## config.mk

```make
export PLATFORM = sky130hd
export DESIGN_NAME = adsr_cnt_div
export DESIGN_NICKNAME = d
export VERILOG_FILES = /design/src/rtl/adsr_pkg.sv /design/src/rtl/adsr_cnt_div.sv
export SDC_FILE = /design/constraint.sdc
export NUM_CORES = 2
export LEC_CHECK = 0
export ABC_AREA = 0
export BUFFER_PORTS_ARGS = -buffer_cell sky130_fd_sc_hd__buf_2
export CAP_MARGIN = 20
export CORE_AREA = 5 5 302 304
export CTS_CLUSTER_DIAMETER = 30
export DETAILED_ROUTE_END_ITERATION = 7
export DIE_AREA = 0 0 307 309
export PLACE_DENSITY = 0.83
export SETUP_SLACK_MARGIN = 0.3
export SYNTH_ARGS = -nofsm -noshare
export SYNTH_HDL_FRONTEND = slang
export SYNTH_SLANG_ARGS = --single-unit
export TNS_END_PERCENT = 10
```

## constraint.sdc

```tcl
create_clock -name clock -period 9.4 [get_ports clock]
set_input_delay 1.88 -clock clock [delete_from_list [all_inputs] [get_ports clock]]
set_output_delay 1.88 -clock clock [all_outputs]
set_load 0.02 [all_outputs]
```

## src/rtl/adsr_pkg.sv

```systemverilog
`timescale 1ns / 1ps
`default_nettype none

package adsr_pkg;

   localparam int COUNT_BITS_DEF = 24;
   localparam int SETTING_W      = 24;
   localparam int PLAYED_W       = 24;
   localparam int TOTAL_W        = 25;
   localparam int WAVE_W         = 16;
   localparam int GAIN_W         = 17;
   localparam int FRAC_BITS      = 16;
   localparam int RATE_W         = 17;
   localparam int KDIV_W         = 10;
   localparam int CSR_IDX_W      = 3;
   localparam int CSR_DATA_W     = 24;
   localparam int CNT_STAGES     = 4;

   localparam logic [GAIN_W-1:0] FULL_GAIN   = 17'h10000;
   localparam logic [KDIV_W-1:0] DIV_MS      = 10'd1000;
   localparam logic [KDIV_W-1:0] DIV_PCT     = 10'd100;
   localparam logic [KDIV_W-1:0] DIV_RAW     = 10'd1;
   localparam logic [RATE_W-1:0] RATE_RESET  = 17'd44100;

   localparam logic [CSR_IDX_W-1:0] CSR_ATTACK  = 3'd0;
   localparam logic [CSR_IDX_W-1:0] CSR_DECAY   = 3'd1;
   localparam logic [CSR_IDX_W-1:0] CSR_RELEASE = 3'd2;
   localparam logic [CSR_IDX_W-1:0] CSR_SUSTAIN = 3'd3;
   localparam logic [CSR_IDX_W-1:0] CSR_UNIT    = 3'd4;
   localparam logic [CSR_IDX_W-1:0] CSR_RATE    = 3'd5;

   localparam logic [1:0] UNIT_RAW = 2'd0;
   localparam logic [1:0] UNIT_MS  = 2'd1;
   localparam logic [1:0] UNIT_PCT = 2'd2;

   typedef enum logic [1:0] {
      PH_ATTACK,
      PH_DECAY,
      PH_RELEASE,
      PH_SUSTAIN
   } phase_type;

   typedef struct packed {
      logic signed [WAVE_W-1:0] w;
      logic [PLAYED_W-1:0]      i;
      logic [TOTAL_W-1:0]       t;
      logic                     silent;
   } side_type;

   typedef struct packed {
      logic signed [WAVE_W-1:0] w;
      logic                     silent;
      phase_type                phase;
   } tail_type;

endpackage

`default_nettype wire

```

## src/rtl/adsr_cnt_div.sv

```systemverilog
`timescale 1ns / 1ps
`default_nettype none

module adsr_cnt_div #(
   parameter int COUNT_BITS = adsr_pkg::COUNT_BITS_DEF
) (
   input  wire logic                           clock,
   input  wire logic                           en,
   input  wire logic [adsr_pkg::SETTING_W-1:0] setting,
   input  wire logic [adsr_pkg::TOTAL_W-1:0]   mul,
   input  wire logic [adsr_pkg::KDIV_W-1:0]    k,
   output logic [COUNT_BITS-1:0]               count
);

   localparam int PW = adsr_pkg::SETTING_W + adsr_pkg::TOTAL_W;
   localparam int KW = adsr_pkg::KDIV_W;
   // below saturation the product fits in SW bits
   localparam int SW = COUNT_BITS + KW;
   localparam int HW = SW / 2;
   localparam int RW = SW - 6;
   localparam int QW = SW + RW + 1;

   localparam logic [RW-1:0] RECIP_MS  = RW'((64'd1 << SW) / 64'd1000);
   localparam logic [RW-1:0] RECIP_PCT = RW'((64'd1 << SW) / 64'd100);

   logic [PW-1:0] p_ff;
   logic [KW-1:0] km_ff;
   logic [RW-1:0] recip;

   logic                  sat1_ff, raw1_ff;
   logic [SW-1:0]         p1_ff;
   logic [KW-1:0]         k1_ff;
   logic [SW-HW+RW-1:0]   hi1_ff;
   logic [HW+RW-1:0]      lo1_ff;

   logic                  sat2_ff;
   logic [SW-1:0]         p2_ff;
   logic [KW-1:0]         k2_ff;
   logic [COUNT_BITS-1:0] qe2_ff;
   logic [QW-1:0]         sum;

   logic                  sat3_ff, inc3_ff;
   logic [COUNT_BITS-1:0] q3_ff;

   always_ff @(posedge clock) begin
      if (en) begin
         p_ff  <= PW'(setting) * PW'(mul);
         km_ff <= k;
      end
   end

   assign recip = (km_ff == adsr_pkg::DIV_MS) ? RECIP_MS : RECIP_PCT;

   // quotient must fit in COUNT_BITS, otherwise saturate
   always_ff @(posedge clock) begin
      if (en) begin
         sat1_ff <= p_ff[PW-1:COUNT_BITS] >= (PW-COUNT_BITS)'(km_ff);
         raw1_ff <= km_ff == adsr_pkg::DIV_RAW;
         p1_ff   <= p_ff[SW-1:0];
         k1_ff   <= km_ff;
         hi1_ff  <= (SW-HW+RW)'(p_ff[SW-1:HW]) * (SW-HW+RW)'(recip);
         lo1_ff  <= (HW+RW)'(p_ff[HW-1:0]) * (HW+RW)'(recip);
      end
   end

   // reciprocal estimate is low by at most one
   assign sum = (QW'(hi1_ff) << HW) + QW'(lo1_ff);

   always_ff @(posedge clock) begin
      if (en) begin
         sat2_ff <= sat1_ff;
         p2_ff   <= p1_ff;
         k2_ff   <= k1_ff;
         qe2_ff  <= raw1_ff ? p1_ff[COUNT_BITS-1:0] : sum[SW+COUNT_BITS-1:SW];
      end
   end

   // bump the estimate when the remainder still holds a whole divisor
   always_ff @(posedge clock) begin
      if (en) begin
         sat3_ff <= sat2_ff;
         q3_ff   <= qe2_ff;
         inc3_ff <= (p2_ff - SW'(qe2_ff) * SW'(k2_ff)) >= SW'(k2_ff);
      end
   end

   assign count = sat3_ff ? '1 : q3_ff + COUNT_BITS'(inc3_ff);

endmodule

`default_nettype wire

```

## Yosys cells after proc, flatten, opt, wreduce, memory -nomap -nowiden

Cells that the tools add are included.

- Bits in registers: 286
- Input port bits: 61
- Logic and storage cells: 29

- Add/sub/neg operators: 3
- $mul: 4
- Magnitude comparators: 2
- Equality and inequality tests: 2
- Multiplexer cells: 3

Operators with widths:

| kind | number |
|---|---|
| adder 58 x 45 -> 58 bit | 1 |
| multiplier 24 x 25 -> 49 bit | 1 |
| 2-to-1 mux 24 bit | 2 |
| multiplier 17 x 28 -> 45 bit | 1 |
| multiplier 17 x 28 -> 41 bit | 1 |
| greater-or-equal comparator 34 x 10 -> 1 bit | 1 |
| multiplier 24 x 10 -> 34 bit | 1 |
| subtractor 34 bit | 1 |
| 2-to-1 mux 28 bit | 1 |
| greater-or-equal comparator 25 x 10 -> 1 bit | 1 |
| adder 24 x 1 -> 24 bit | 1 |
| == test 10 x 1 -> 1 bit (second input constant) | 1 |
| == test 10 bit (second input constant) | 1 |

## Logic depth before layout (Yosys ltp)

- Depth after elaboration: 3
- Gate-level depth with buffers: 31
- Gate-level depth less buffers: 29

## Least setup slack after synthesis

Ideal clock, no wire load.

- Path kind: in2reg
- Start point: input port setting[6] in the netlist's numbering
- End point: register p_ff[47] (data pin)
- Arrival: 8522 ps
- Setup slack: 620 ps
- Stages on the path: 25
- Path buffers: 2
- Cells stage by stage: clkbuf_1 > clkbuf_1 > nand2_1 > fa_1 > inv_1 > fa_1 > fa_1 > inv_1 > fa_1 > fa_1 > inv_1 > fa_1 > fa_1 > ha_1 > a21o_1 > a21o_1 > a221o_1 > a21o_1 > a222oi_1 > a211oi_1 > o21ai_1 > nand2b_1 > a21o_1 > a311o_1 > xor2_1

- Word-level cells in the longest chain between the ends: 1

RTL lines:

| item | RTL line | text |
|---|---|---|
| start: declaration | adsr_cnt_div.sv:9 | `input wire logic [adsr_pkg::SETTING_W-1:0] setting,` |
| multiplier 24 x 25 -> 49 bit | adsr_cnt_div.sv:47 | `p_ff <= PW'(setting) * PW'(mul);` |
| end signal: assignment | adsr_cnt_div.sv:47 |  |
| end: declaration | adsr_cnt_div.sv:26 | `logic [PW-1:0] p_ff;` |

Every way passes these cells.
A chain may end at the register's enable or synchronous reset.

## Worst setup path in the final report

- Start point: input port setting[1] in the netlist's numbering
- End point: register p_ff[47] (data pin)

Same word-level chain as after synthesis.

==> results.toml <==
[status]
status = "complete, no violations"

[placement]
placed_area_mm2 = 0.06033
place_congestion = 0.9778
dp.final_hpwl_um = 120300
place_ws_ps = -15.01
numPortBuffers = 84

[drt]
routed_wl_um = 144200
viasPerCell = 5.666
drc = 0
drtIter0Drc = 3478
firstDrtPassIters = 7
wl_per_cell_um = 19.99
num_vias = 40866
ant_nets = 0

[logic_synthesis]
synth_edf_count = 268
synthArstFlopShare_pct = 0
avgSynthCellArea_um2 = 9.829
syn_inst = 5938
yosysSeqAreaShare_pct = 13.79
synthDistinctLibCells = 74
synth_flop_cell = "edfxtp_1"
yosys_warnings = 0
ys_ff_latch = 268
synthesis.area_mm2 = 0.05836

[sta]
post-route-period-util_pct = 93.94
setup_tns_ps = 0
fmaxAchievable_mhz = 113.3
setup_viol = 0
drv_slew = 0
finalHoldViolCount = 0
clock_skew_ps = 20.21
fin_ws_ps = 570.1
period_minus_slack_ps = 8830
tightest_slew_ps = 1107
slew_headroom_pct = 25.93
rsz0062_at_grt = "false"

[layout]
final_cell_mix = "inv_1 (1609), fa_1 (1207), ha_1 (652)"
final_common_cell = "inv_1"
area_growth_syn_to_layout_pct = 6.511
design_area_mm2 = 0.06216
fin_util_pct = 70.67
layout.nets = 7923
nFillCells = 6343
final_layout_size_suffix_gt1_share_pct = 4.732

[clock_tree]
ctsResizeCount = 0
htreeDepth = 2
clock_path_buffers = 3
cts_tree = "done"
worstSkewPairLatency_ps = 590
clkTransAtPathRegs_ps = 50
cts_sinks = 268
cts_buffers = 50
post-cts-setup-buffers = 0
cts-root-buf = "clkbuf_16"
cts-hold-fix-buffers = 0

[floorplan]
die_h_um = 309
placeableCoreArea_mm2 = 0.08797
die-area_mm2 = 0.09486
start_util_pct = 66.35
rows = 109
dieWidth_um = 307
ioPinCount = 85

[worst_setup_path]
cpPeakStageDelay_ps = 560
end_kind = "flip-flop"
crit_slowest_cell = "fa_1"
crit_chain = "buf_2 -> and2_1 -> fa_1 -> fa_1 -> fa_1 -> inv_1 -> fa_1 -> fa_1 -> fa_1 -> inv_1 -> fa_1 -> ha_1 -> a21oi_1 -> o21ai_0 -> a221o_1 -> a21o_1 -> a222oi_1 -> buf_4 -> a211oi_1 -> o21ai_1 -> nand2b_1 -> a21o_1 -> a311o_1 -> xor2_1"
worstPathMaxFanout = 25
arrival_ps = 9170
worst_r2r_startpoint = "km_ff[5]$_DFFE_PP_"
critPathKind = "input port to flip-flop"
r2r_slack_ps = 670
critPathLaunch = "setting[1]"
cp_common_cell = "fa_1"
r2r_cells = 31
worstPathRequired_ps = 9740
cp-start-kind = "input port"

[global_routing]
grt_overflow = 0
track_usage_pct = 31.44
grt_start_max_net_pins = 181
antenna_found_initial = 3
grt_pass1_wl_um = 235500
first_global_vias = 45128

[job]
cap_violations = 0

[hold_path]
min_from = "k1_ff[6]$_DFFE_PP_"
min_path_type = "flip-flop to flip-flop"
hold_depth = 0
[path summary, 6_finish.rpt]
path | endpoint
worst min-delay path | k2_ff[6]$_DFFE_PP_
worst min register to register | k2_ff[6]$_DFFE_PP_
worst max register to register | lo1_ff[41]$_DFFE_PP_
worst max-delay path | p_ff[47]$_DFFE_PP_
[cell families after synthesis]
logic type                 after synthesis  synth area share, %
adders and majority gates             1859                55.38
xor gates and xnor gates               164                2.461
muxes                                    7               0.1265
and+or+nand+nor                       1378                11.59
DFF                                    268                13.79
buffers and inverters                 1798                11.57
AOI/OAI and AO/OA                      462                5.079
other                                    2              0.01287
[worst max-delay path, delay by kind of cell]
kind	cells	cell delay, ps
AOI/OAI and AO/OA	9	2240
xor gates and xnor gates	1	140
adders and majority gates	8	3830
buffers and inverters	4	750
and+or+nand+nor	2	320
[area by class of cell]
type | instances | area [um^2] | area share [%]
inverters | 1609 | 6040 | 9.715
diodes | 3 | 7.507 | 0.01208
well taps | 1165 | 1458 | 2.345
clock inverters | 41 | 546.8 | 0.8796
multi-input cells | 3910 | 43710 | 70.32
clock buffers | 52 | 1280 | 2.059
repair buffers | 164 | 1071 | 1.723
flip-flops and latches | 268 | 8048 | 12.95
[sequential cells by signal (all words and copies together) (netlist names), 10 cells and up]
| signal | flops |
|---|---|
| p_ff | 49 |
| hi1_ff | 40 |
| p1_ff | 34 |
| p2_ff | 34 |
| lo1_ff | 28 |
| q3_ff | 24 |
| qe2_ff | 24 |
| k1_ff | 10 |
| k2_ff | 10 |
| km_ff | 10 |
[per-stage QoR]
step	cells	hold slack (ps)
finish	7212	415.8
global route	7210	423.5
CTS	7209	417.8
detailed placement	7116	404.5
global placement	7116	401.8
floorplan	5976	400.3
[routing by layer]
metal  part of all wire (%)  GRT usage [%]  vias to the layer above
met5                 0.0083              0                        -
li1                       -              -                    18012
met3                    8.5          5.505                      435
met1                     38          40.69                    20485
met2                     49          53.49                     1932
met4                    4.8          12.58                        2
[cell usage after synthesis (27+ instances only)]
master,count,area [um^2]
fa_1,1207,24160
inv_1,1609,6040
and2_1,391,2446
ha_1,652,8158
and3_1,27,168.9
a21o_1,79,593.1
xor2_1,57,499.2
o21ai_0,97,485.5
nor3_1,31,155.2
xnor2_1,107,937.2
edfxtp_1,268,8048
nand2_1,650,2440
nand2b_1,32,200.2
clkbuf_1,184,690.7
a21oi_1,142,710.7
nand3_1,42,210.2
nor2_1,87,326.6
Power is left out: the tool's default activity adds up to more than one toggle a clock period on the data nets, which glitch-free logic cannot reach.
