==> config.mk <==
export PLATFORM = sky130hd
export DESIGN_NAME = adsr_frac_div
export DESIGN_NICKNAME = d
export VERILOG_FILES = /design/src/rtl/adsr_pkg.sv /design/src/rtl/adsr_frac_div.sv
export SDC_FILE = /design/constraint.sdc
export NUM_CORES = 2
export LEC_CHECK = 0
export ABC_AREA = 1
export BUFFER_PORTS_ARGS = -buffer_cell sky130_fd_sc_hd__buf_2
export CAP_MARGIN = 15
export CORE_MARGIN = 1.5
export CORE_UTILIZATION = 61
export DETAILED_ROUTE_END_ITERATION = 8
export HOLD_SLACK_MARGIN = 0.12
export PLACE_DENSITY = 0.77
export RECOVER_POWER = 25
export SYNTH_ARGS = -nofsm -noshare
export SYNTH_HDL_FRONTEND = slang
export SYNTH_SLANG_ARGS = --single-unit
==> constraint.sdc <==
create_clock -name clock -period 2.81 [get_ports clock]
set_input_delay 0.281 -clock clock [delete_from_list [all_inputs] [get_ports clock]]
set_output_delay 0.281 -clock clock [all_outputs]
set_load 0.02 [all_outputs]
==> src/rtl/adsr_pkg.sv <==
`timescale 1ns / 1ps
`default_nettype none

package adsr_pkg;

   localparam int COUNT_BITS_DEF = 24;
   localparam int SETTING_W      = 24;
   localparam int PLAYED_W       = 24;
   localparam int TOTAL_W        = 25;
   localparam int WAVE_W         = 16;
   localparam int GAIN_W         = 17;
   localparam int FRAC_BITS      = 16;
   localparam int RATE_W         = 17;
   localparam int KDIV_W         = 10;
   localparam int CSR_IDX_W      = 3;
   localparam int CSR_DATA_W     = 24;
   localparam int CNT_STAGES     = 4;

   localparam logic [GAIN_W-1:0] FULL_GAIN   = 17'h10000;
   localparam logic [KDIV_W-1:0] DIV_MS      = 10'd1000;
   localparam logic [KDIV_W-1:0] DIV_PCT     = 10'd100;
   localparam logic [KDIV_W-1:0] DIV_RAW     = 10'd1;
   localparam logic [RATE_W-1:0] RATE_RESET  = 17'd44100;

   localparam logic [CSR_IDX_W-1:0] CSR_ATTACK  = 3'd0;
   localparam logic [CSR_IDX_W-1:0] CSR_DECAY   = 3'd1;
   localparam logic [CSR_IDX_W-1:0] CSR_RELEASE = 3'd2;
   localparam logic [CSR_IDX_W-1:0] CSR_SUSTAIN = 3'd3;
   localparam logic [CSR_IDX_W-1:0] CSR_UNIT    = 3'd4;
   localparam logic [CSR_IDX_W-1:0] CSR_RATE    = 3'd5;

   localparam logic [1:0] UNIT_RAW = 2'd0;
   localparam logic [1:0] UNIT_MS  = 2'd1;
   localparam logic [1:0] UNIT_PCT = 2'd2;

   typedef enum logic [1:0] {
      PH_ATTACK,
      PH_DECAY,
      PH_RELEASE,
      PH_SUSTAIN
   } phase_type;

   typedef struct packed {
      logic signed [WAVE_W-1:0] w;
      logic [PLAYED_W-1:0]      i;
      logic [TOTAL_W-1:0]       t;
      logic                     silent;
   } side_type;

   typedef struct packed {
      logic signed [WAVE_W-1:0] w;
      logic                     silent;
      phase_type                phase;
   } tail_type;

endpackage

`default_nettype wire

==> src/rtl/adsr_frac_div.sv <==
`timescale 1ns / 1ps
`default_nettype none

module adsr_frac_div #(
   parameter int COUNT_BITS = adsr_pkg::COUNT_BITS_DEF
) (
   input  wire logic                        clock,
   input  wire logic                        en,
   input  wire logic [COUNT_BITS-1:0]       x,
   input  wire logic [COUNT_BITS-1:0]       den,
   output logic [adsr_pkg::GAIN_W-1:0]      f
);

   localparam int FB = adsr_pkg::FRAC_BITS;
   localparam int GW = adsr_pkg::GAIN_W;

   logic [COUNT_BITS-1:0] rem_ff [0:FB];
   logic [COUNT_BITS-1:0] den_ff [0:FB];
   logic [GW-1:0]         q_ff   [0:FB];

   // x never exceeds den, so the integer quotient bit is x == den
   always_ff @(posedge clock) begin
      if (en) begin
         rem_ff[0] <= (x == den) ? '0 : x;
         den_ff[0] <= den;
         q_ff[0]   <= GW'(x == den);
      end
   end

   for (genvar j = 1; j <= FB; j++) begin : g_bit
      logic [COUNT_BITS:0]   r2;
      logic                  ge;
      logic [COUNT_BITS-1:0] rem_in;

      always_comb begin
         r2     = {rem_ff[j-1], 1'b0};
         ge     = r2 >= {1'b0, den_ff[j-1]};
         rem_in = ge ? COUNT_BITS'(r2 - {1'b0, den_ff[j-1]}) : r2[COUNT_BITS-1:0];
      end

      always_ff @(posedge clock) begin
         if (en) begin
            rem_ff[j] <= rem_in;
            den_ff[j] <= den_ff[j-1];
            q_ff[j]   <= {q_ff[j-1][GW-2:0], ge};
         end
      end
   end

   assign f = q_ff[FB];

endmodule

`default_nettype wire

# Word level (Yosys, flattened, before mapping)
# Memories as Yosys holds them, arrays and structs flattened.
# Index checks and enable logic that the tools add are counted.
# op_classes
addsub,16
magnitude_cmp,16
eq_ne,1
n_mux,19
# op_table
op,n
two-way mux 24 bit,17
greater-or-equal comparator 25 x 24 -> 1 bit,16
subtractor 24 bit,16
equality test 24 bit,1
two-way mux 1 bit,2
# totals
register_bits,0
ram_bits,1105
out_inout_bits,17
wordCells,55
mem_count,3
# mem_list
memory,depth,word_bits,read_ports,rd_clocked_by_memory_dff,wr,line_no,text
den_ff,17,24,16,0,17,adsr_frac_div.sv:18,logic [COUNT_BITS-1:0] den_ff [0:FB];
rem_ff,17,24,16,0,17,adsr_frac_div.sv:17,logic [COUNT_BITS-1:0] rem_ff [0:FB];
q_ff,17,17,17,0,17,adsr_frac_div.sv:19,logic [GW-1:0] q_ff [0:FB];

# Logic depth before layout (Yosys ltp)
# An unclocked memory read counts as a cell.
# depth
word_depth,3
depth_mapped,15

# Worst setup path before layout
# OpenSTA, ideal clock, no wires.
# synth_path
path_type,register to register
from,mem rem_ff[0][203] (netlist name)
to,mem rem_ff[0][235] (netlist name) (data pin)
setup_time_ns,0.253
arrival_ns,1.723
required_time_ns,2.557
slack_ns,0.834
stages_incl_launch_ff,13
n_path_buf,1
cell_sequence,edfxtp_1 > ha_1 > nand2_1 > inv_1 > nand2_1 > nand2_1 > nand2_1 > nand2_1 > a21oi_4 > nand3_2 > buf_6 > nand2_1 > nand2_1
# synth_lines
element,line_no
start: declaration,adsr_frac_div.sv:17

==> metrics.txt <==
# TYPE chip_impl_metric gauge
chip_impl_metric{name="worst_skew_pair.late_latency",unit="ps"} 700
chip_impl_metric{name="placement.io_buffers",unit=""} 66
chip_impl_info{name="most-common-layout-cells",value="3,303 x sky130_fd_sc_hd__nand2_1, 1,759 x sky130_fd_sc_hd__inv_1, 921 x sky130_fd_sc_hd__edfxtp_1"} 1
chip_impl_metric{name="power_per_cell_area",unit="mW/mm2"} 1040
chip_impl_metric{name="ys_warn_count",unit=""} 0
chip_impl_metric{name="syn_area",unit="mm2"} 0.0630
chip_impl_metric{name="finish.net_count",unit=""} 9008
chip_impl_metric{name="worst_setup_skew_after_layout",unit="ps"} 22.6
chip_impl_metric{name="holdWs",unit="ps"} 352
chip_impl_metric{name="critical_path_required",unit="ps"} 3200
chip_impl_metric{name="start_util",unit="%"} 61.7
chip_impl_metric{name="final_min_period_over_clock_period",unit="%"} 94.6
chip_impl_metric{name="syn_avg_cell_area",unit="um2"} 7.57
chip_impl_metric{name="grt_pass1_wl",unit="mm"} 286
chip_impl_metric{name="drtPass1Iterations",unit=""} 6
chip_impl_metric{name="grt_overflow_total",unit=""} 0
chip_impl_metric{name="fp.coreArea",unit="mm2"} 0.102
chip_impl_metric{name="die_w",unit="um"} 324
chip_impl_info{name="clock_tree.root_cell",value="sky130_fd_sc_hd__clkbuf_16"} 1
chip_impl_metric{name="gp_congestion",unit=""} 1.00
chip_impl_metric{name="max_slew_margin",unit="%"} 62.3
chip_impl_metric{name="yosysUniqueCellTypes",unit=""} 35
chip_impl_metric{name="cp_data_arrival_time",unit="ps"} 3040
chip_impl_info{name="outcome",value="completed"} 1
chip_impl_metric{name="postRouteAntennaNets",unit=""} 0
chip_impl_info{name="endpoint_kind",value="flip-flop"} 1
chip_impl_metric{name="post_syn_nets",unit=""} 8766
chip_impl_metric{name="fin_tns_setup",unit="ps"} 0
chip_impl_metric{name="cellLeakagePower",unit="uW"} 0.0366
chip_impl_metric{name="gr-usage-all-layers",unit="%"} 34.7
chip_impl_metric{name="initialDrtViolationCount",unit=""} 5484
chip_impl_metric{name="worst-r2r-cell-count",unit=""} 9
chip_impl_info{name="timing.critical_path.from_type",value="flip-flop"} 1
chip_impl_metric{name="clk_pin_slew_worst_paths",unit="ps"} 60
chip_impl_metric{name="period_minus_slack",unit="ps"} 2660
chip_impl_metric{name="dp.cells",unit=""} 9773
chip_impl_metric{name="remaining_drc_errors",unit=""} 0
chip_impl_metric{name="worstPathBufferInverterCount",unit=""} 2
chip_impl_info{name="setup.worst_path.class",value="reg2reg"} 1
chip_impl_metric{name="numCtsBuffers",unit=""} 97
chip_impl_metric{name="transition_time_of_the_tightest_slew_check_pin",unit="ps"} 566
chip_impl_metric{name="finalWorstSetupSlack",unit="ps"} 152
chip_impl_info{name="cpMaxStageDelayCell",value="sky130_fd_sc_hd__edfxtp_1"} 1
chip_impl_metric{name="sequential_area_share_after_synthesis",unit="%"} 43.9
chip_impl_metric{name="critical_path_cell_count",unit=""} 9
chip_impl_metric{name="post_layout_util",unit="%"} 68.2
chip_impl_metric{name="count_of_maximum_capacitance_violations",unit=""} 0
chip_impl_metric{name="antenna_found_initial",unit=""} 8
chip_impl_metric{name="grt_max_degree",unit=""} 103
chip_impl_metric{name="post_drt_via_cell_ratio",unit=""} 5.39
chip_impl_info{name="cp_top_family",value="simple AND/OR/NAND/NOR gates"} 1
chip_impl_info{name="worstPathCellList",value="inv_1 > ha_1 > nand2_1 > nor2_1 > and2_2 > nand3_2 > buf_4 > nand4_1 > nand2_1"} 1
chip_impl_metric{name="timing.critical_path.slowest_cell_delay",unit="ps"} 550
chip_impl_metric{name="cts.sinks",unit=""} 921
chip_impl_info{name="cts_tree",value="yes"} 1
chip_impl_metric{name="hold_violations",unit=""} 0
chip_impl_metric{name="htreeDepth",unit=""} 3
chip_impl_metric{name="setup_viol",unit=""} 0
chip_impl_metric{name="synthesis_stage_register_bit_count",unit=""} 921
chip_impl_metric{name="timing.final.max_slew_violations",unit=""} 0
chip_impl_metric{name="rows",unit=""} 117
chip_impl_info{name="hp-class",value="in2reg"} 1
chip_impl_metric{name="hold_path_depth",unit=""} 2
chip_impl_metric{name="area.growth.synth_to_final",unit="%"} 10.5
chip_impl_metric{name="dp_hpwl",unit="mm"} 145
chip_impl_metric{name="dr_total_vias",unit=""} 54000
chip_impl_metric{name="max-clock-path-buffers",unit=""} 3
chip_impl_info{name="most_common_library_cell_in_the_layout_ignoring_fill_and_taps",value="sky130_fd_sc_hd__nand2_1"} 1
chip_impl_metric{name="worst_ir_drop_vdd",unit="mV"} 0.828
chip_impl_metric{name="grt_pass1_vias",unit=""} 51300
chip_impl_metric{name="dieArea",unit="mm2"} 0.105
chip_impl_info{name="rsz_0062_raised_after_global_routing",value="false"} 1
chip_impl_metric{name="layout-drive-gt1-share",unit="%"} 5.51
chip_impl_metric{name="crit_path_max_fanout",unit=""} 22
chip_impl_metric{name="die-height",unit="um"} 324
chip_impl_metric{name="io_pins",unit=""} 67
chip_impl_info{name="cpMostUsedCell",value="sky130_fd_sc_hd__nand2_1"} 1
chip_impl_metric{name="avgRoutedWirePerCell",unit="um"} 18.4
chip_impl_metric{name="maximum_clock_frequency",unit="MHz"} 376
chip_impl_metric{name="syn-instance-count",unit=""} 8318
chip_impl_metric{name="totalWireLength",unit="mm"} 184
chip_impl_metric{name="dp_slack",unit="ps"} -16.6
chip_impl_metric{name="layoutNonFillerInstCount",unit=""} 10000
==> cell type report <==
class,count,area [um2]
Antenna cell,3,7.51
Clock buffer,110,2480
Clock inverter,69,880
Fill cell,8737,32400
Inverter,1776,6670
Multi-Input combinational cell,5498,27900
Sequential cell,921,27700
Tap cell,1368,1710
Timing Repair Buffer,266,2280
==> per-layer routing <==
metal	track usage (%)	share of wire, %	vias up
li1	-	-	26700
met1	44.5	40	24600
met2	58.7	48	2146
met3	4.35	6.9	482
met4	15.9	5.0	4
met5	0	0.015	-
==> cells in the mapped netlist, drive strengths merged <==
master / count / area (um2)
a31oi: 1 / 6.26
buf: 91 / 643
o21bai: 1 / 7.51
fa: 15 / 300
o21ai: 5 / 25.0
o211ai: 1 / 7.51
nor3: 44 / 255
nor2: 457 / 1780
ha: 383 / 4790
xor2: 146 / 1280
o21a: 15 / 113
inv: 1776 / 6670
nand3: 406 / 2330
nand4: 451 / 2850
a21oi: 171 / 1020
xnor2: 37 / 324
nor3b: 12 / 90.1
and2: 21 / 149
nand2: 3309 / 12400
or2: 6 / 37.5
edfxtp: 921 / 27700
clkbuf: 32 / 121
nand3b: 17 / 128
==> registers in the layout, indices dropped and copies added, names as in the netlist <==
register / count
q_ff: 153
rem_ff: 384
den_ff: 384
==> path summary, 6_finish.rpt <==
kind	from	endpoint	slack, ps
worst max-delay path	den_ff[0][140]	rem_ff[0][161]	150
worst max register to register	den_ff[0][140]	rem_ff[0][161]	150
worst min register to register	q_ff[1][94]	q_ff[1][112]	420
worst min-delay path	den[20]	den_ff[0][20]	350
==> cells by family (layout without fill, tap and decap cells) <==
| group | Yosys count | in the layout | synth area share [%] |
|---|---|---|---|
| AOI/OAI and AO/OA | 194 | 194 | 1.88 |
| xor gates and xnor gates | 183 | 183 | 2.54 |
| adders and majority gates | 398 | 398 | 8.08 |
| buffers and inverters | 1899 | 2221 | 11.8 |
| DFF | 921 | 921 | 43.9 |
| other | 0 | 3 | 0 |
| and+or+nand+nor | 4723 | 4723 | 31.8 |
==> metrics by stage <==
stage / power, uW / instance area, um2
finish: 72200 / 69600
floorplan: 46900 / 63000
global placement: 57200 / 65700
global route: 77500 / 69600
CTS: 71600 / 69600
detailed placement: 57700 / 65700
==> report_power, final <==
group / internal [uW] / switching (uW) / total (uW)
sequential: 20000 / 2870 / 22800
clock: 7980 / 5710 / 13700
combinational: 11800 / 23800 / 35600
total: 39700 / 32400 / 72200
==> what timing repair did <==
action / in CTS / in global routing
gates resized for setup: 0 / 4
setup endpoints to repair: 3 / 7
cloned: 0 / 0
hold buffers: 49 / 0
buffers inserted: 2 / 5
hold endpoints to repair: 73 / 0
No activity file was read; power rests on OpenSTA's default activity.
